$ cat config.mk
export PLATFORM = sky130hd
export DESIGN_NAME = lsb_stego_payload_extractor
export DESIGN_NICKNAME = d
export VERILOG_FILES = /design/src/sv/lsbx_pkg.sv /design/src/sv/lsbx_fifo.sv /design/src/sv/lsbx_front.sv /design/src/sv/lsbx_back.sv /design/src/sv/lsb_stego_payload_extractor.sv
export SDC_FILE = /design/constraint.sdc
export NUM_CORES = 1
export LEC_CHECK = 0
export ABC_CLOCK_PERIOD_IN_PS = 6300
export BUFFER_PORTS_ARGS = -buffer_cell sky130_fd_sc_hd__buf_2
export CAP_MARGIN = 20
export CELL_PAD_IN_SITES_DETAIL_PLACEMENT = 0
export CELL_PAD_IN_SITES_GLOBAL_PLACEMENT = 2
export CORE_MARGIN = 1
export CORE_UTILIZATION = 40
export CTS_CLUSTER_DIAMETER = 30
export CTS_CLUSTER_SIZE = 30
export DETAILED_ROUTE_END_ITERATION = 6
export PLACE_DENSITY_LB_ADDON = 0.25
export SYNTH_ARGS = -nofsm -noshare
export SYNTH_HDL_FRONTEND = slang
export SYNTH_SLANG_ARGS = --single-unit
$ cat constraint.sdc
create_clock -name clk -period 6.3 [get_ports clk]
set_clock_uncertainty 0.1 [all_clocks]
set_input_delay 0.63 -clock clk [delete_from_list [all_inputs] [get_ports clk]]
set_output_delay 0.63 -clock clk [all_outputs]
set_load 0.01 [all_outputs]
$ cat src/sv/lsbx_pkg.sv
// Shared types and constants of the LSB payload extractor.
package lsbx_pkg;

	localparam int unsigned MAX_MAGIC_CHARS = 8;
	localparam int unsigned HDR_LEN_W       = 10;
	localparam int unsigned MAGIC_LEN_W     = 4;
	localparam int unsigned MAGIC_WORD_W    = 64;
	localparam int unsigned CFG_IDX_W       = 2;
	localparam int unsigned MAGIC_SEL_W     = 3;

	// Configuration register indexes.
	localparam logic [CFG_IDX_W-1:0] CFG_HEADER_LEN = 2'd0;
	localparam logic [CFG_IDX_W-1:0] CFG_MAGIC_LEN  = 2'd1;
	localparam logic [CFG_IDX_W-1:0] CFG_MAGIC_WORD = 2'd2;

	typedef enum logic [1:0] {
		KIND_EXT      = 2'd0,
		KIND_PAYLOAD  = 2'd1,
		KIND_MISMATCH = 2'd2,
		KIND_DONE     = 2'd3
	} kind_t;

	// The header skip phase lives in the front end; the back end never holds it.
	typedef enum logic [2:0] {
		PH_HEADER  = 3'd0,
		PH_MAGIC   = 3'd1,
		PH_EXTLEN  = 3'd2,
		PH_EXT     = 3'd3,
		PH_PAYLEN  = 3'd4,
		PH_PAYLOAD = 3'd5,
		PH_IDLE    = 3'd6
	} phase_t;

	typedef struct packed {
		logic [7:0] carrier_byte;
		logic       frame_start;
	} in_item_t;

	typedef struct packed {
		logic [7:0] result_byte;
		kind_t      result_kind;
		logic       last;
	} out_item_t;

	// One hidden bit passed from the front to the back.
	typedef struct packed {
		logic data_bit;
		logic restart;
	} bit_entry_t;

	typedef struct packed {
		logic [MAGIC_LEN_W-1:0]  magic_len;
		logic [MAGIC_WORD_W-1:0] magic_word;
	} magic_cfg_t;

endpackage

$ cat src/sv/lsbx_fifo.sv
// Small first-in first-out queue with full and empty flags.
module lsbx_fifo #(
	parameter int unsigned WIDTH = 2,
	parameter int unsigned DEPTH = 2
) (
	input  logic             clk,
	input  logic             arst_n,
	input  logic             push,
	input  logic [WIDTH-1:0] wdata,
	output logic             full,
	input  logic             pop,
	output logic [WIDTH-1:0] rdata,
	output logic             empty
);

	localparam int unsigned PTR_W = (DEPTH > 1) ? $clog2(DEPTH) : 1;
	localparam int unsigned CNT_W = $clog2(DEPTH + 1);

	logic [WIDTH-1:0] mem_q [DEPTH];
	logic [PTR_W-1:0] wr_ptr_q, rd_ptr_q;
	logic [CNT_W-1:0] count_q;
	logic             do_push, do_pop;

	assign full    = (count_q == CNT_W'(DEPTH));
	assign empty   = (count_q == '0);
	assign do_push = push && !full;
	assign do_pop  = pop && !empty;
	assign rdata   = mem_q[rd_ptr_q];

	always_ff @(posedge clk) begin
		if (do_push) begin
			mem_q[wr_ptr_q] <= wdata;
		end
	end

	always_ff @(posedge clk or negedge arst_n) begin
		if (!arst_n) begin
			wr_ptr_q <= '0;
			rd_ptr_q <= '0;
			count_q  <= '0;
		end else begin
			if (do_push) begin
				wr_ptr_q <= (wr_ptr_q == PTR_W'(DEPTH - 1)) ? '0 : wr_ptr_q + PTR_W'(1);
			end
			if (do_pop) begin
				rd_ptr_q <= (rd_ptr_q == PTR_W'(DEPTH - 1)) ? '0 : rd_ptr_q + PTR_W'(1);
			end
			if (do_push && !do_pop) begin
				count_q <= count_q + CNT_W'(1);
			end else if (do_pop && !do_push) begin
				count_q <= count_q - CNT_W'(1);
			end
		end
	end

endmodule

$ cat src/sv/lsbx_front.sv
// Front end: accepts carrier bytes, drops header bytes and forwards hidden bits.
module lsbx_front
	import lsbx_pkg::*;
(
	input  logic                 clk,
	input  logic                 arst_n,
	input  logic                 push,
	input  in_item_t             item,
	input  logic [HDR_LEN_W-1:0] header_len,
	input  logic                 bq_full,
	output logic                 bq_push,
	output bit_entry_t           bq_entry
);

	logic [HDR_LEN_W-1:0] hdr_cnt_q, hdr_cnt_e;
	logic                 in_hdr_q, in_hdr_e;
	logic                 restart_pend_q;
	logic                 accept, is_header;

	assign accept    = push && !bq_full;
	assign in_hdr_e  = item.frame_start || in_hdr_q;
	assign hdr_cnt_e = item.frame_start ? '0 : hdr_cnt_q;
	assign is_header = in_hdr_e && (hdr_cnt_e < header_len);

	assign bq_push           = accept && !is_header;
	assign bq_entry.data_bit = item.carrier_byte[0];
	assign bq_entry.restart  = item.frame_start || restart_pend_q;

	always_ff @(posedge clk or negedge arst_n) begin
		if (!arst_n) begin
			hdr_cnt_q      <= '0;
			in_hdr_q       <= 1'b1;
			restart_pend_q <= 1'b1;
		end else if (accept) begin
			if (is_header) begin
				hdr_cnt_q      <= hdr_cnt_e + HDR_LEN_W'(1);
				in_hdr_q       <= 1'b1;
				restart_pend_q <= restart_pend_q || item.frame_start;
			end else begin
				in_hdr_q       <= 1'b0;
				restart_pend_q <= 1'b0;
			end
		end
	end

endmodule

$ cat src/sv/lsbx_back.sv
// Back end: decodes the hidden bit stream into magic check, lengths and characters.
module lsbx_back
	import lsbx_pkg::*;
#(
	parameter int unsigned LENGTH_BITS = 32
) (
	input  logic       clk,
	input  logic       arst_n,
	input  logic       bq_empty,
	input  bit_entry_t bq_entry,
	output logic       bq_pop,
	input  logic       rq_full,
	output logic       rq_push,
	output out_item_t  rq_item,
	input  magic_cfg_t cfg
);

	localparam int unsigned CNT_W = $clog2(LENGTH_BITS);
	localparam int unsigned L     = LENGTH_BITS;

	phase_t                 phase_q, phase_e, phase_d;
	logic [CNT_W-1:0]       bit_cnt_q, bit_cnt_e, bit_cnt_d;
	logic [L-1:0]           shift_q, shift_e, shift_d, shifted;
	logic [MAGIC_LEN_W-1:0] idx_q, idx_e, idx_d, idx_next, mlen;
	logic                   bad_q, bad_e, bad_d, bad_next;
	logic [L-1:0]           rem_q, rem_d;
	logic                   step, char_end, len_end, rem_last, len_zero;
	logic [MAGIC_SEL_W-1:0] sel;
	logic [7:0]             exp_char, ch;

	assign step   = !bq_empty && !rq_full;
	assign bq_pop = step;
	assign mlen   = (cfg.magic_len > MAGIC_LEN_W'(MAX_MAGIC_CHARS)) ?
	                MAGIC_LEN_W'(MAX_MAGIC_CHARS) : cfg.magic_len;

	// Effective state for this bit: a restart opens the magic phase, and an
	// empty magic string passes straight on to the extension length.
	always_comb begin
		phase_e   = phase_q;
		bit_cnt_e = bit_cnt_q;
		shift_e   = shift_q;
		idx_e     = idx_q;
		bad_e     = bad_q;
		if (bq_entry.restart) begin
			phase_e   = PH_MAGIC;
			bit_cnt_e = '0;
			shift_e   = '0;
			idx_e     = '0;
			bad_e     = 1'b0;
		end
		if (phase_e == PH_MAGIC && mlen == '0) begin
			phase_e   = PH_EXTLEN;
			bit_cnt_e = '0;
			shift_e   = '0;
			idx_e     = '0;
		end
		shifted  = {shift_e[L-2:0], bq_entry.data_bit};
		ch       = shifted[7:0];
		char_end = (bit_cnt_e == CNT_W'(7));
		len_end  = (bit_cnt_e == CNT_W'(L - 1));
		len_zero = (shifted == '0);
		rem_last = (rem_q == L'(1));
		sel      = MAGIC_SEL_W'(mlen - MAGIC_LEN_W'(1) - idx_e);
		exp_char = cfg.magic_word[{sel, 3'b000} +: 8];
		bad_next = bad_e || ((idx_e < mlen) && (exp_char != ch));
		idx_next = idx_e + MAGIC_LEN_W'(1);
	end

	// Next state.
	always_comb begin
		phase_d   = phase_q;
		bit_cnt_d = bit_cnt_q;
		shift_d   = shift_q;
		idx_d     = idx_q;
		bad_d     = bad_q;
		rem_d     = rem_q;
		if (step) begin
			phase_d   = phase_e;
			bit_cnt_d = bit_cnt_e + CNT_W'(1);
			shift_d   = shifted;
			idx_d     = idx_e;
			bad_d     = bad_e;
			case (phase_e)
				PH_MAGIC: begin
					if (char_end) begin
						bit_cnt_d = '0;
						shift_d   = '0;
						idx_d     = idx_next;
						bad_d     = bad_next;
						if (idx_next >= mlen) begin
							phase_d = bad_next ? PH_IDLE : PH_EXTLEN;
							idx_d   = '0;
						end
					end
				end
				PH_EXTLEN, PH_PAYLEN: begin
					if (len_end) begin
						bit_cnt_d = '0;
						shift_d   = '0;
						idx_d     = '0;
						rem_d     = shifted;
						if (phase_e == PH_EXTLEN) begin
							phase_d = len_zero ? PH_PAYLEN : PH_EXT;
						end else begin
							phase_d = len_zero ? PH_IDLE : PH_PAYLOAD;
						end
					end
				end
				PH_EXT, PH_PAYLOAD: begin
					if (char_end) begin
						bit_cnt_d = '0;
						shift_d   = '0;
						rem_d     = rem_q - L'(1);
						if (rem_last) begin
							phase_d = (phase_e == PH_EXT) ? PH_PAYLEN : PH_IDLE;
						end
					end
				end
				default: begin
					phase_d   = PH_IDLE;
					bit_cnt_d = bit_cnt_q;
					shift_d   = shift_q;
				end
			endcase
		end
	end

	// Result generation.
	always_comb begin
		rq_push = 1'b0;
		rq_item = '{result_byte: 8'd0, result_kind: KIND_EXT, last: 1'b0};
		if (step) begin
			case (phase_e)
				PH_MAGIC: begin
					if (char_end && idx_next >= mlen && bad_next) begin
						rq_push = 1'b1;
						rq_item = '{result_byte: 8'd0, result_kind: KIND_MISMATCH, last: 1'b1};
					end
				end
				PH_PAYLEN: begin
					if (len_end && len_zero) begin
						rq_push = 1'b1;
						rq_item = '{result_byte: 8'd0, result_kind: KIND_DONE, last: 1'b1};
					end
				end
				PH_EXT: begin
					if (char_end) begin
						rq_push = 1'b1;
						rq_item = '{result_byte: ch, result_kind: KIND_EXT, last: 1'b0};
					end
				end
				PH_PAYLOAD: begin
					if (char_end) begin
						rq_push = 1'b1;
						rq_item = '{result_byte: ch, result_kind: KIND_PAYLOAD,
						            last: rem_last};
					end
				end
				default: begin
					rq_push = 1'b0;
				end
			endcase
		end
	end

	always_ff @(posedge clk or negedge arst_n) begin
		if (!arst_n) begin
			phase_q   <= PH_IDLE;
			bit_cnt_q <= '0;
			shift_q   <= '0;
			idx_q     <= '0;
			bad_q     <= 1'b0;
		end else begin
			phase_q   <= phase_d;
			bit_cnt_q <= bit_cnt_d;
			shift_q   <= shift_d;
			idx_q     <= idx_d;
			bad_q     <= bad_d;
		end
	end

	always_ff @(posedge clk) begin
		rem_q <= rem_d;
	end

	// Character phases always have at least one character left to deliver.
	a_rem_nonzero: assert property (@(posedge clk) disable iff (!arst_n)
		(phase_q == PH_EXT || phase_q == PH_PAYLOAD) |-> (rem_q != '0))
		else $error("character phase entered with no characters left");

	// A final result always leaves the decoder idle.
	a_last_idles: assert property (@(posedge clk) disable iff (!arst_n)
		(rq_push && rq_item.last) |=> (phase_q == PH_IDLE))
		else $error("decoder not idle after a final result");

	// No result is produced while the result queue cannot take it.
	a_no_overrun: assert property (@(posedge clk) disable iff (!arst_n)
		rq_full |-> !rq_push && !bq_pop)
		else $error("decoder stepped while the result queue was full");

endmodule

$ cat src/sv/lsb_stego_payload_extractor.sv
// Top level of the LSB steganography payload extractor.
//
// Carrier image bytes enter through a queue-like port: a transaction takes
// place at a rising edge with push high and full low. Results leave through
// a second queue-like port: the oldest result sits on result while empty is
// low and is taken at an edge with pop high. Configuration registers
// (header length, magic length, magic word) are written through cfg_we,
// cfg_idx and cfg_data, one register per cycle, with no read-back.
// The front end drops header bytes and passes the least significant bit of
// every later byte, tagged with a restart mark, through a two-entry queue to
// the back end, which gathers characters and lengths and writes results into
// a two-entry result queue. A byte that completes a result shows it on the
// result port after it has passed through the bit queue and then the result
// queue. One byte is taken every cycle while full is low; the rate is set by
// the single-bit decode step in the back end.
// Reset loads the register defaults and starts in header skip, as after a
// frame start. When the receiver stops popping, the result queue fills, the
// back end halts, the bit queue fills and full rises; nothing is lost.
module lsb_stego_payload_extractor
	import lsbx_pkg::*;
#(
	parameter int unsigned LENGTH_BITS = 32
) (
	input  logic                    clk,
	input  logic                    arst_n,
	input  logic                    push,
	output logic                    full,
	input  in_item_t                item,
	output logic                    empty,
	input  logic                    pop,
	output out_item_t               result,
	input  logic                    cfg_we,
	input  logic [CFG_IDX_W-1:0]    cfg_idx,
	input  logic [MAGIC_WORD_W-1:0] cfg_data
);

	localparam int unsigned BQ_DEPTH = 2;
	localparam int unsigned RQ_DEPTH = 2;

	logic [HDR_LEN_W-1:0] header_len_q;
	magic_cfg_t           magic_cfg_q;

	logic       bq_push, bq_full, bq_empty, bq_pop;
	bit_entry_t bq_wentry, bq_rentry;
	logic       rq_push, rq_full;
	out_item_t  rq_item;

	// Configuration registers; writes to an unused index are ignored.
	always_ff @(posedge clk or negedge arst_n) begin
		if (!arst_n) begin
			header_len_q           <= HDR_LEN_W'(54);
			magic_cfg_q.magic_len  <= MAGIC_LEN_W'(2);
			magic_cfg_q.magic_word <= MAGIC_WORD_W'(64'h230A);
		end else if (cfg_we) begin
			case (cfg_idx)
				CFG_HEADER_LEN: header_len_q           <= cfg_data[HDR_LEN_W-1:0];
				CFG_MAGIC_LEN:  magic_cfg_q.magic_len  <= cfg_data[MAGIC_LEN_W-1:0];
				CFG_MAGIC_WORD: magic_cfg_q.magic_word <= cfg_data;
				default:        header_len_q           <= header_len_q;
			endcase
		end
	end

	// The input port stalls only when the bit queue has no room.
	assign full = bq_full;

	lsbx_front u_front (
		.clk        (clk),
		.arst_n     (arst_n),
		.push       (push),
		.item       (item),
		.header_len (header_len_q),
		.bq_full    (bq_full),
		.bq_push    (bq_push),
		.bq_entry   (bq_wentry)
	);

	lsbx_fifo #(
		.WIDTH ($bits(bit_entry_t)),
		.DEPTH (BQ_DEPTH)
	) u_bit_q (
		.clk    (clk),
		.arst_n (arst_n),
		.push   (bq_push),
		.wdata  (bq_wentry),
		.full   (bq_full),
		.pop    (bq_pop),
		.rdata  (bq_rentry),
		.empty  (bq_empty)
	);

	lsbx_back #(
		.LENGTH_BITS (LENGTH_BITS)
	) u_back (
		.clk      (clk),
		.arst_n   (arst_n),
		.bq_empty (bq_empty),
		.bq_entry (bq_rentry),
		.bq_pop   (bq_pop),
		.rq_full  (rq_full),
		.rq_push  (rq_push),
		.rq_item  (rq_item),
		.cfg      (magic_cfg_q)
	);

	lsbx_fifo #(
		.WIDTH ($bits(out_item_t)),
		.DEPTH (RQ_DEPTH)
	) u_res_q (
		.clk    (clk),
		.arst_n (arst_n),
		.push   (rq_push),
		.wdata  (rq_item),
		.full   (rq_full),
		.pop    (pop),
		.rdata  (result),
		.empty  (empty)
	);

endmodule
==> Flow_metrics.wiki, run 1 <==
{| class="wikitable"
! Metric !! Value
|-
| Sw frac || 35.0%
|-
| Number of iterations in the first detailed-routing pass || 7
|-
| Number of failing setup endpoints in the final timing report || 0
|-
| Worst Reg-to-Reg Cells || 18
|-
| Clock transition at the registers of the reported paths || 0.08 ns
|-
| Largest stage delay on the critical path || 0.73 ns
|-
| Slew HR || 30.4%
|-
| Die Footprint || 26100 um^2
|-
| Hold bufs inserted after CTS || 0
|-
| Signed area change from the synthesized netlist to the final layout || 13.8%
|-
| Critical path arrival || 5.46 ns
|-
| Internal Pwr Total || 2610 uW
|-
| Leading cell types by count after synthesis || 128 x sky130_fd_sc_hd__dfrtp_1, 86 x sky130_fd_sc_hd__nand2_1, 84 x sky130_fd_sc_hd__mux2_2, 62 x sky130_fd_sc_hd__o21ai_0, 58 x sky130_fd_sc_hd__edfxtp_1
|-
| Post-detail-place hpwl || 15600 um
|-
| Number of synthesized flops with an enable pin || 58
|-
| Final min period || 5.20 ns
|-
| Number of antenna violations at the first check in global routing || 3
|-
| Worst slew pin tran || 1.04 ns
|-
| Number of buffers on the longest clock path || 2
|-
| Crit end category || register
|-
| Area of the core || 25000 um^2
|-
| Number of synthesized register bits || 200
|-
| Number of pins exceeding their max-slew limit in the final report || 0
|-
| Area share of the largest cell type after synthesis || 31.5%
|-
| Setup repair after global routing missed its margin || false
|-
| Clk root buf || sky130_fd_sc_hd__clkbuf_16
|-
| Remaining Overflow, GRT || 0
|-
| Combinational share of power || 30.0%
|-
| Netlist Area Pre-Place || 10200 um^2
|-
| Die Y || 162 um
|-
| CP bufs+invs || 1
|-
| Final RePlAce weighted congestion || 0.751
|-
| Critical path's slowest cell || sky130_fd_sc_hd__or4_1
|-
| Cell breakdown of the critical path || or4_1 -> o21ai_4 -> nor2_1 -> xnor2_1 -> ha_1 -> buf_4 -> mux4_2 -> nor4bb_1 -> a31oi_1 -> o21ai_0 -> a22o_1 -> nand4_1 -> and2_4 -> a211o_1 -> ha_1 -> xor2_1 -> nor2_1 -> xnor2_1
|-
| Clock network latency to the later pin of the worst-skew pair || 0.44 ns
|-
| Mean Syn Cell Area || 11.5 um^2
|-
| Asr flop ratio synth || 71.0%
|-
| Count of unique library cells instantiated by Yosys || 64
|-
| Row count || 58
|-
| Type of the worst min-delay path || in -> async
|-
| Synthesized netlist cell count || 886
|-
| Post-CTS setup repair buffer count || 0
|-
| Post-synthesis cell type with the largest combined area || sky130_fd_sc_hd__dfrtp_1
|-
| Total global-route track usage || 18.3%
|-
| Via count of the first global-routing pass || 6970
|-
| Fin Setup TNS || 0 ns
|-
| Count of buffers from port buffering || 85
|-
| Total detailed-routing wirelength || 22700 um
|-
| Total number of vias || 6916
|-
| Worst path setup slack after routing || 1.10 ns
|-
| Syn Nets || 993
|-
| Max VDD drop || 213 uV
|-
| Startpoint type of the worst setup path || register
|-
| Post-route antenna net violation count || 0
|-
| Share of the clock period used by the worst path || 82.6%
|-
| Initial cell density of the core || 40.6%
|-
| Kind of cell adding the most delay to the critical path || simple AND/OR/NAND/NOR gates
|-
| Number of cells on the critical path || 18
|-
| Setup slack after placement || 0.989 ns
|-
| Final net count || 1068
|-
| Post-route DRC violation count || 0
|-
| Routed length per instance || 17.4 um
|-
| Ratio of routed vias to standard cells || 5.30
|-
| Die outline width || 162 um
|-
| Violation count after the first detailed-route iteration || 356
|-
| Largest fanout on the critical path || 9
|-
| Count of yosys warnings during synthesis || 0
|-
| Clock tree from TritonCTS || built
|-
| IO Pins || 93
|-
| Number of max-cap violations || 0
|-
| Number of buffers added by the clock tree synthesis step || 17
|-
| Sequential cell area fraction in the yosys report || 52.2%
|-
| Pin count of the biggest net entering global routing || 75
|-
| Category of the most critical setup path || reg -> reg
|-
| Fmax || 0.192 GHz
|-
| Cell with the most instances after synthesis || sky130_fd_sc_hd__dfrtp_1
|-
| Share of power burned in the clock network || 27.7%
|-
| Share of cells above drive strength 1 || 26.6%
|-
| Number of H-tree levels || 4
|-
| Resized Gates After CTS || 0
|-
| Main area contributors after synthesis || sky130_fd_sc_hd__dfrtp_1 31%, sky130_fd_sc_hd__edfxtp_1 17%, sky130_fd_sc_hd__mux2_2 9.3%
|-
| Status || completed
|-
| Sw Pwr || 1410 uW
|-
| Sequential Power Share || 42.3%
|-
| Leakage Power || 0.00473 uW
|-
| Number of clock sinks seen by CTS || 200
|-
| Top FF cell, synth || sky130_fd_sc_hd__dfrtp_1
|-
| Final-report hold violation count || 0
|-
| Ratio of total power to cell area || 347 nW/um^2
|-
| Wire length of the first global-routing pass || 37400 um
|-
| Crit path required time || 6.56 ns
|}
[layout make-up]
class,instances,area (um^2)
sequential,200,5310
multi-input combinational,618,4610
fill,2375,13500
clock buffer,20,468
antenna,1,2.50
clock inverter,12,125
timing repair buffer,97,542
tap,330,413
inverter,27,101
[kinds of logic (layout without fill, tap and decap cells)]
group | after synthesis | count (layout) | synth area share, %
mux | 106 | 106 | 13.5
buf+inv | 68 | 156 | 2.72
fa+ha+maj | 28 | 28 | 3.42
simple gates | 263 | 263 | 12.8
other cells | 0 | 1 | 0
compound gates | 167 | 167 | 10.7
flops | 200 | 200 | 52.2
xor+xnor | 54 | 54 | 4.65
[metrics by stage]
step / util, % / instance area [um^2] / std cells / hold WS, ns / total power, uW
5_1_grt: 46.2 / 11600 / 1304 / 0.123 / 4270
3_3_place_gp: 43.7 / 11000 / 1271 / 0.342 / 2920
4_1_cts: 46.1 / 11500 / 1303 / 0.117 / 4060
3_5_place_dp: 43.7 / 11000 / 1271 / 0.354 / 2940
2_1_floorplan: - / 10200 / 886 / 0.234 / 2570
6_report: 46.2 / 11600 / 1305 / 0.0894 / 4020
[cells in the final DEF, fill, tap and decap left out, drive strengths merged, types with 8 or more instances in the layout]
cell	Yosys	routed
dfrtp	128	128
buf	8	97
nand2	86	86
mux2	84	84
o21ai	67	67
edfxtp	58	58
nor2	51	51
xnor2	38	38
inv	27	35
a21oi	29	29
a22o	27	27
ha	27	27
nand3	21	21
nor4	21	21
clkbuf	33	20
nor3	18	18
nor2b	16	16
xor2	16	16
mux4	16	16
dfstp	14	14
nand4	8	8
and2	8	8
[sequential cells by signal, summed over array words and instances, names as in the netlist, 2 cells and up]
name,flops
u_bit_q.mem_q,4
u_bit_q.count_q,2
u_front.hdr_cnt_q,10
u_res_q.count_q,2
u_back.phase_q,3
magic_cfg_q,68
u_res_q.mem_q,22
u_back.idx_q,4
u_back.bit_cnt_q,5
header_len_q,10
u_back.rem_q,32
u_back.shift_q,31
[power groups by stage]
stage          Combinational, uW  Clock [uW]  Sequential, uW
2_1_floorplan                943           0            1630
3_3_place_gp                1200           0            1720
3_5_place_dp                1210           0            1730
4_1_cts                     1220        1140            1700
5_1_grt                     1340        1190            1730
6_report                    1210        1110            1700
[path summary, 6_finish.rpt]
path                             startpoint                  end  slack (ns)
hold reg to reg            u_front.in_hdr_q     u_front.in_hdr_q        0.37
hold / removal                       arst_n     u_res_q.rd_ptr_q        0.09
setup / recovery            magic_cfg_q[67]   u_res_q.count_q[1]        1.10
min in group clk                    item[1]  u_bit_q.mem_q[0][1]        0.29
setup reg to reg            magic_cfg_q[67]   u_res_q.count_q[1]        1.10
max in group asynchronous            arst_n      magic_cfg_q[27]        4.58
[metal layers]
layer / GRT usage, % / part of all wire [%]
met2: 28.9 / 45
met5: 0 / 0.057
met1: 26.1 / 50
met4: 3.60 / 0.69
met3: 3.78 / 4.1
No activity file was read; power rests on OpenSTA's default activity.
==> run 2, diff against run 1 <==
--- a/config.mk
+++ b/config.mk
@@ -5,7 +5,7 @@
 export SDC_FILE = /design/constraint.sdc
 export NUM_CORES = 1
 export LEC_CHECK = 0
-export ABC_CLOCK_PERIOD_IN_PS = 6300
+export ABC_CLOCK_PERIOD_IN_PS = 4800
 export BUFFER_PORTS_ARGS = -buffer_cell sky130_fd_sc_hd__buf_2
 export CAP_MARGIN = 20
 export CELL_PAD_IN_SITES_DETAIL_PLACEMENT = 0
==> constraint.sdc (replaced) <==
create_clock -name clk -period 4.8 [get_ports clk]
set_clock_uncertainty 0.1 [all_clocks]
set_input_delay 0.48 -clock clk [delete_from_list [all_inputs] [get_ports clk]]
set_output_delay 0.48 -clock clk [all_outputs]
set_load 0.01 [all_outputs]
==> run 2 against run 1 <==
The run now ends with negative hold slack left. Highest routed layer is now met4. Non-clock buffer count is 19 higher. Fmax is 16% higher. Sequential share of layout area is 0.64 points lower. Global-route usage is 0.34 points higher. Worst hold slack worse by 0.11 ns. Via count is 0.93% higher.
==> Flow_metrics.wiki, run 2 (synthesis gave the netlist of run 1 again) <==
{| class="wikitable"
! Metric !! Value
|-
| Status || complete, but fails checks (was completed)
|-
| Failing checks || negative hold slack
|-
| Fmax || 0.224 GHz (was 0.192 GHz)
|-
| Signed area change from the synthesized netlist to the final layout || 15.4% (was 13.8%)
|-
| Ratio of total power to cell area || 456 nW/um^2 (was 347 nW/um^2)
|-
| Type of the worst min-delay path || in -> async (unchanged)
|-
| Max VDD drop || 236 uV (was 213 uV)
|-
| Crit path required time || 5.06 ns (was 6.56 ns)
|-
| Remaining Overflow, GRT || 0 (unchanged)
|-
| Setup repair after global routing missed its margin || false (unchanged)
|-
| Sw Pwr || 1870 uW (was 1410 uW)
|-
| Share of power burned in the clock network || 27.8% (was 27.7%)
|-
| Via count of the first global-routing pass || 7033 (was 6970)
|-
| Slew HR || 29.2% (was 30.4%)
|-
| Commonest non-fill, non-tap cell in the layout || sky130_fd_sc_hd__dfrtp_1 (unchanged)
|-
| Number of buffers added by the clock tree synthesis step || 17 (unchanged)
|-
| Area of the core || 25000 um^2 (unchanged)
|-
| Sequential Power Share || 41.3% (was 42.3%)
|-
| Die outline width || 162 um (unchanged)
|-
| Worst hold slack after final layout || -0.0185 ns (was 0.0894 ns)
|-
| Count of buffers from port buffering || 85 (unchanged)
|-
| Largest register by flop count || magic_cfg_q (unchanged)
|-
| Share of cells above drive strength 1 || 28.3% (was 26.6%)
|-
| Total global-route track usage || 18.6% (was 18.3%)
|-
| Sw frac || 34.9% (was 35.0%)
|-
| Number of H-tree levels || 4 (unchanged)
|-
| Post-route DRC violation count || 0 (unchanged)
|-
| Number of pins exceeding their max-slew limit in the final report || 0 (unchanged)
|-
| Reg-to-reg endpoint || u_res_q.count_q[1] (unchanged)
|-
| Count of antenna diodes in the layout || 0 (was 1)
|-
| Combinational share of power || 30.8% (was 30.0%)
|-
| Final min period || 4.47 ns (was 5.20 ns)
|-
| Routed length per instance || 17.2 um (was 17.4 um)
|-
| Category of the most critical setup path || reg -> reg (unchanged)
|-
| Clock tree from TritonCTS || built (unchanged)
|-
| Share of the clock period used by the worst path || 93.1% (was 82.6%)
|-
| IO Pins || 93 (unchanged)
|-
| Post-detail-place hpwl || 16000 um (was 15600 um)
|-
| Overall power of the completed layout || 5360 uW (was 4020 uW)
|-
| Most frequent cells in the layout || 127 x sky130_fd_sc_hd__dfrtp_1, 86 x sky130_fd_sc_hd__nand2_1, 84 x sky130_fd_sc_hd__mux2_2, 84 x sky130_fd_sc_hd__buf_2, 62 x sky130_fd_sc_hd__o21ai_0 (was 128 x sky130_fd_sc_hd__dfrtp_1, 86 x sky130_fd_sc_hd__nand2_1, 84 x sky130_fd_sc_hd__mux2_2, 84 x sky130_fd_sc_hd__buf_2, 62 x sky130_fd_sc_hd__o21ai_0)
|-
| Final net count || 1087 (was 1068)
|-
| Number of failing setup endpoints in the final timing report || 0 (unchanged)
|-
| Number of iterations in the first detailed-routing pass || 5 (was 7)
|-
| Violation count after the first detailed-route iteration || 457 (was 356)
|-
| Initial cell density of the core || 40.6% (unchanged)
|-
| Final RePlAce weighted congestion || 0.793 (was 0.751)
|-
| Crit end category || register (unchanged)
|-
| Worst Reg-to-Reg Cells || 17 (was 18)
|-
| Clock network latency to the later pin of the worst-skew pair || 0.44 ns (about the same)
|-
| Total detailed-routing wirelength || 22800 um (was 22700 um)
|-
| Total number of vias || 6980 (was 6916)
|-
| Leakage Power || 0.00483 uW (was 0.00473 uW)
|-
| Internal Pwr Total || 3490 uW (was 2610 uW)
|-
| Regs by FF count || magic_cfg_q: 68 flops, u_back.rem_q: 32 flops, u_back.shift_q: 31 flops (unchanged)
|-
| Max reg flops || 68 (unchanged)
|-
| Number of clock sinks seen by CTS || 200 (unchanged)
|-
| Ratio of routed vias to standard cells || 5.28 (was 5.30)
|-
| Wire length of the first global-routing pass || 38000 um (was 37400 um)
|-
| Number of placed cells counting well taps || 1290 (was 1271)
|-
| Final-report hold violation count || 4 (was 0)
|-
| Worst path setup slack after routing || 0.330 ns (was 1.10 ns)
|-
| Pin count of the biggest net entering global routing || 87 (was 75)
|-
| Clock transition at the registers of the reported paths || 0.08 ns (about the same)
|-
| Clk root buf || sky130_fd_sc_hd__clkbuf_16 (unchanged)
|-
| Non-Filler Instances || 1323 (was 1305)
|-
| Startpoint type of the worst setup path || register (unchanged)
|-
| Number of max-cap violations || 0 (unchanged)
|-
| Post-route antenna net violation count || 0 (unchanged)
|-
| Worst slew pin tran || 1.06 ns (was 1.04 ns)
|-
| Critical path arrival || 4.73 ns (was 5.46 ns)
|-
| Row count || 58 (unchanged)
|-
| Setup slack after placement || -0.0309 ns (was 0.989 ns)
|-
| Number of buffers on the longest clock path || 2 (unchanged)
|-
| Largest fanout on the critical path || 16 (was 9)
|-
| Startpoint of the most critical register-to-register path || u_bit_q.rd_ptr_q (was magic_cfg_q[67])
|-
| Slack of the worst reg-to-reg path || 0.33 ns (was 1.10 ns)
|-
| Die Y || 162 um (unchanged)
|-
| Number of antenna violations at the first check in global routing || 1 (was 3)
|-
| Die Footprint || 26100 um^2 (unchanged)
|}
## run 2: worst max path at each step
stage / startpoint / endpoint / slack (ns) / depth (start not counted)
detailed placement: magic_cfg_q[67] / u_res_q.mem_q[1][8] / -0.03 / 14
finish: u_bit_q.rd_ptr_q / u_res_q.count_q[1] / 0.33 / 17
floorplan: u_bit_q.rd_ptr_q / u_res_q.count_q[1] / 0.08 / 21
global placement: magic_cfg_q[67] / u_res_q.mem_q[1][8] / 0.009 / 14
global route: u_bit_q.rd_ptr_q / u_res_q.count_q[1] / 0.05 / 17
CTS: magic_cfg_q[67] / u_res_q.mem_q[1][6] / 0.10 / 14
## run 2: per-stage QoR
step / util, % / area [um^2] / TNS, ns
after floorplan: - / 10200 / 0
after global placement: 44.4 / 11100 / 0
after detailed placement: 44.4 / 11100 / -0.335
after CTS: 46.8 / 11700 / 0
after global routing: 46.9 / 11700 / 0
final: 46.9 / 11700 / 0
## run 2: layer usage
metal	part of all wire [%]	vias up	track usage, %
met3	3.5	10	3.49
met4	0.74	0	4.20
met1	50	3413	26.4
met5	0	-	0
li1	-	3430	-
met2	46	127	29.6
## run 2: layout make-up
type,instances,area [um^2]
clock buffers,18,429
inverters,27,101
multi-input cells,618,4630
fillers,2317,13300
flip-flops and latches,200,5310
clock inverters,14,181
well taps,330,413
repair buffers,116,677
## run 2: worst max-delay path: stages (launching register included)
cell	delay, ns
sky130_fd_sc_hd__dfrtp_2	0.42
sky130_fd_sc_hd__mux2_2	0.38
sky130_fd_sc_hd__a21oi_2	0.15
sky130_fd_sc_hd__nand2_1	0.13
sky130_fd_sc_hd__ha_1	0.36
sky130_fd_sc_hd__buf_12	0.19
sky130_fd_sc_hd__mux4_2	0.57
sky130_fd_sc_hd__nor3_1	0.20
sky130_fd_sc_hd__mux2i_1	0.09
sky130_fd_sc_hd__a311oi_1	0.27
sky130_fd_sc_hd__a22o_1	0.17
sky130_fd_sc_hd__nand4_1	0.20
sky130_fd_sc_hd__and2_4	0.25
sky130_fd_sc_hd__a211o_1	0.29
sky130_fd_sc_hd__ha_1	0.21
sky130_fd_sc_hd__xor2_1	0.14
sky130_fd_sc_hd__nor2_1	0.11
sky130_fd_sc_hd__xnor2_1	0.13
## run 2: timing repair
item / 4_1_cts / 5_1_grt
resized for setup: 1 / 3
pin swaps: 0 / 1
setup endpoints to repair: 12 / 12
hold buffers: 0 / 0
setup buffers: 0 / 1
## run 2: power by group through the flow
stage / Clock, uW / Combinational [uW] / Sequential, uW
2_1_floorplan: 0 / 1240 / 2140
3_3_place_gp: 0 / 1650 / 2240
3_5_place_dp: 0 / 1660 / 2250
4_1_cts: 1530 / 1670 / 2210
5_1_grt: 1600 / 1840 / 2250
6_report: 1490 / 1650 / 2220
==> run 3, diff against run 2 <==
--- a/config.mk
+++ b/config.mk
@@ -16,6 +16,7 @@
 export CTS_CLUSTER_SIZE = 30
 export DETAILED_ROUTE_END_ITERATION = 6
 export PLACE_DENSITY_LB_ADDON = 0.25
+export RECOVER_POWER = 50
 export SYNTH_ARGS = -nofsm -noshare
 export SYNTH_HDL_FRONTEND = slang
 export SYNTH_SLANG_ARGS = --single-unit
==> run 3 against run 2 <==
The run ends with max-capacitance violations, max-slew violations left. Largest power group unchanged. Cell count unchanged. Global-route usage unchanged. Clock power about the same. Critical path depth unchanged. Via count about the same. Worst hold slack improved by 0.15 ns. First-iteration DRC count increased by 8.3%. Fmax about the same. Routed wire length decreased by 0.10%. Utilization decreased by 0.11 points. Final area decreased by 0.25%.
==> Flow_metrics.wiki, run 3 (synthesis gave the netlist of run 1 again) <==
{| class="wikitable"
! Metric !! Value
|-
| Status || complete, but fails checks (unchanged)
|-
| Failing checks || max-capacitance violations, max-slew violations (was negative hold slack)
|-
| Most frequent cells in the layout || 127 x sky130_fd_sc_hd__dfrtp_1, 86 x sky130_fd_sc_hd__nand2_1, 84 x sky130_fd_sc_hd__mux2_2, 82 x sky130_fd_sc_hd__buf_2, 62 x sky130_fd_sc_hd__o21ai_0 (was 127 x sky130_fd_sc_hd__dfrtp_1, 86 x sky130_fd_sc_hd__nand2_1, 84 x sky130_fd_sc_hd__mux2_2, 84 x sky130_fd_sc_hd__buf_2, 62 x sky130_fd_sc_hd__o21ai_0)
|-
| Number of filler cells placed in the layout || 2322 (was 2317)
|-
| Setup repair after global routing missed its margin || false (unchanged)
|-
| Total detailed-routing wirelength || 22800 um (about the same)
|-
| Count of buffers from port buffering || 85 (unchanged)
|-
| Ratio of routed vias to standard cells || 5.28 (about the same)
|-
| Final RePlAce weighted congestion || 0.793 (unchanged)
|-
| Origin of the worst setup path || u_bit_q.rd_ptr_q (unchanged)
|-
| Worst slew pin tran || 3.34 ns (was 1.06 ns)
|-
| Total area of sequential cells || 5310 um^2 (unchanged)
|-
| Clock network latency to the later pin of the worst-skew pair || 0.44 ns (about the same)
|-
| Max VDD drop || 236 uV (about the same)
|-
| Initial cell density of the core || 40.6% (unchanged)
|-
| Post-route DRC violation count || 0 (unchanged)
|-
| Final min period || 4.47 ns (about the same)
|-
| Category of the most critical setup path || reg -> reg (unchanged)
|-
| Startpoint type of the worst setup path || register (unchanged)
|-
| Number of H-tree levels || 4 (unchanged)
|-
| Share of the clock period used by the worst path || 93.1% (about the same)
|-
| Final-report hold violation count || 0 (was 4)
|-
| Pin count of the biggest net entering global routing || 87 (unchanged)
|-
| Area of the core || 25000 um^2 (unchanged)
|-
| Non-Filler Instances || 1323 (unchanged)
|-
| Slew HR || -123% (was 29.2%)
|-
| Count of antenna diodes in the layout || 0 (unchanged)
|-
| Hold bufs inserted after CTS || 0 (unchanged)
|-
| Post-placement cell area || 11100 um^2 (unchanged)
|-
| Number of clock sinks seen by CTS || 200 (unchanged)
|-
| Number of iterations in the first detailed-routing pass || 5 (unchanged)
|-
| Number of buffers added by the clock tree synthesis step || 17 (unchanged)
|-
| Leakage Power || 0.00481 uW (was 0.00483 uW)
|-
| Max reg flops || 68 (unchanged)
|-
| Final std cell area, no fill || 11700 um^2 (about the same)
|-
| Number of antenna violations at the first check in global routing || 1 (unchanged)
|-
| Critical path arrival || 4.73 ns (about the same)
|-
| Remaining Overflow, GRT || 0 (unchanged)
|-
| Number of pins exceeding their max-slew limit in the final report || 206 (was 0)
|-
| IO Pins || 93 (unchanged)
|-
| Clock transition at the registers of the reported paths || 0.08 ns (about the same)
|-
| Violation count after the first detailed-route iteration || 495 (was 457)
|-
| Fmax || 0.224 GHz (about the same)
|-
| Signed area change from the synthesized netlist to the final layout || 15.1% (was 15.4%)
|-
| Crit path required time || 5.06 ns (about the same)
|-
| Number of buffers on the longest clock path || 2 (unchanged)
|-
| Crit end category || register (unchanged)
|-
| Launch instance of the worst min-delay path || item[1]
|-
| Largest fanout on the critical path || 16 (unchanged)
|-
| Number of placed cells counting well taps || 1290 (unchanged)
|-
| Regs by FF count || magic_cfg_q: 68 flops, u_back.rem_q: 32 flops, u_back.shift_q: 31 flops (unchanged)
|-
| Largest register by flop count || magic_cfg_q (unchanged)
|-
| Ratio of total power to cell area || 457 nW/um^2 (was 456 nW/um^2)
|-
| Startpoint of the most critical register-to-register path || u_bit_q.rd_ptr_q (unchanged)
|-
| Commonest non-fill, non-tap cell in the layout || sky130_fd_sc_hd__dfrtp_1 (unchanged)
|-
| Total number of vias || 6979 (was 6980)
|-
| Post-route antenna net violation count || 0 (unchanged)
|-
| Die outline width || 162 um (unchanged)
|-
| Area used by multi-input combinational logic || 4620 um^2 (was 4630 um^2)
|-
| Type of the worst min-delay path || in -> reg (was in -> async)
|-
| Routed length per instance || 17.2 um (about the same)
|-
| Worst hold slack after final layout || 0.133 ns (was -0.0185 ns)
|-
| Number of failing setup endpoints in the final timing report || 0 (unchanged)
|-
| Wire length of the first global-routing pass || 38000 um (unchanged)
|-
| Clock tree from TritonCTS || built (unchanged)
|-
| Die Footprint || 26100 um^2 (unchanged)
|-
| Total global-route track usage || 18.6% (unchanged)
|-
| Via count of the first global-routing pass || 7033 (unchanged)
|-
| Utilization of the core after routing || 46.8% (was 46.9%)
|-
| Row count || 58 (unchanged)
|-
| Die Y || 162 um (unchanged)
|-
| Clk root buf || sky130_fd_sc_hd__clkbuf_16 (unchanged)
|-
| Number of max-cap violations || 4 (was 0)
|-
| Fin Setup TNS || 0 ns (unchanged)
|-
| Final net count || 1087 (unchanged)
|-
| Share of cells above drive strength 1 || 27.6% (was 28.3%)
|-
| Post-detail-place hpwl || 16000 um (unchanged)
|}
## run 3: through the flow
stage               power (uW)  setup WS, ns
floorplan                 3380        0.0819
global placement          3890       0.00861
detailed placement        3910       -0.0309
CTS                       5410         0.102
global route              5690        0.0461
finish                    5350         0.331
## run 3: where the power goes
group,internal [uW],switching [uW],leakage (uW)
combinational,723,928,0.00222
clock,754,734,0.000297
sequential,2010,205,0.00229
## run 3: what timing repair did
item                                    CTS  global route
setup buffers                             0             1
pin swaps                                 0             1
resized for setup                         1             3
endpoints found under the setup margin   12            12
## run 3: layout make-up
type	count	share of cell area [%]
Sequential cell	200	45.4
Timing Repair Buffer	116	5.58
Inverter	27	0.865
Tap cell	330	3.52
Clock inverter	14	1.55
Multi-Input combinational cell	618	39.5
Clock buffer	18	3.66
## run 3: worst paths after layout
kind                                       end  slack, ns  cells after the start
setup / recovery            u_res_q.count_q[1]       0.33                     17
hold / removal             u_bit_q.mem_q[1][1]       0.13                      1
setup reg to reg            u_res_q.count_q[1]       0.33                     17
hold reg to reg               u_front.in_hdr_q       0.36                      2
max in group asynchronous      magic_cfg_q[53]       1.38                      2
min in group asynchronous     u_res_q.rd_ptr_q       0.58                      1
## run 3: routing by layer
| layer | wire (um) | share of wire [%] | vias to the layer above | global-route usage (%) |
|---|---|---|---|---|
| met3 | 759 | 3.3 | 10 | 3.49 |
| met5 | 0 | 0 | - | 0 |
| li1 | - | - | 3437 | - |
| met4 | 176 | 0.77 | 0 | 4.20 |
| met1 | 11300 | 50 | 3412 | 26.4 |
| met2 | 10500 | 46 | 120 | 29.6 |
## run 3: worst max-delay path: stages, from the launching register on
cell	delay (ns)
sky130_fd_sc_hd__dfrtp_2	0.42
sky130_fd_sc_hd__mux2_2	0.38
sky130_fd_sc_hd__a21oi_2	0.15
sky130_fd_sc_hd__nand2_1	0.13
sky130_fd_sc_hd__ha_1	0.36
sky130_fd_sc_hd__buf_12	0.19
sky130_fd_sc_hd__mux4_2	0.58
sky130_fd_sc_hd__nor3_1	0.20
sky130_fd_sc_hd__mux2i_1	0.09
sky130_fd_sc_hd__a311oi_1	0.27
sky130_fd_sc_hd__a22o_1	0.17
sky130_fd_sc_hd__nand4_1	0.19
sky130_fd_sc_hd__and2_4	0.25
sky130_fd_sc_hd__a211o_1	0.29
sky130_fd_sc_hd__ha_1	0.21
sky130_fd_sc_hd__xor2_1	0.14
sky130_fd_sc_hd__nor2_1	0.11
sky130_fd_sc_hd__xnor2_1	0.13
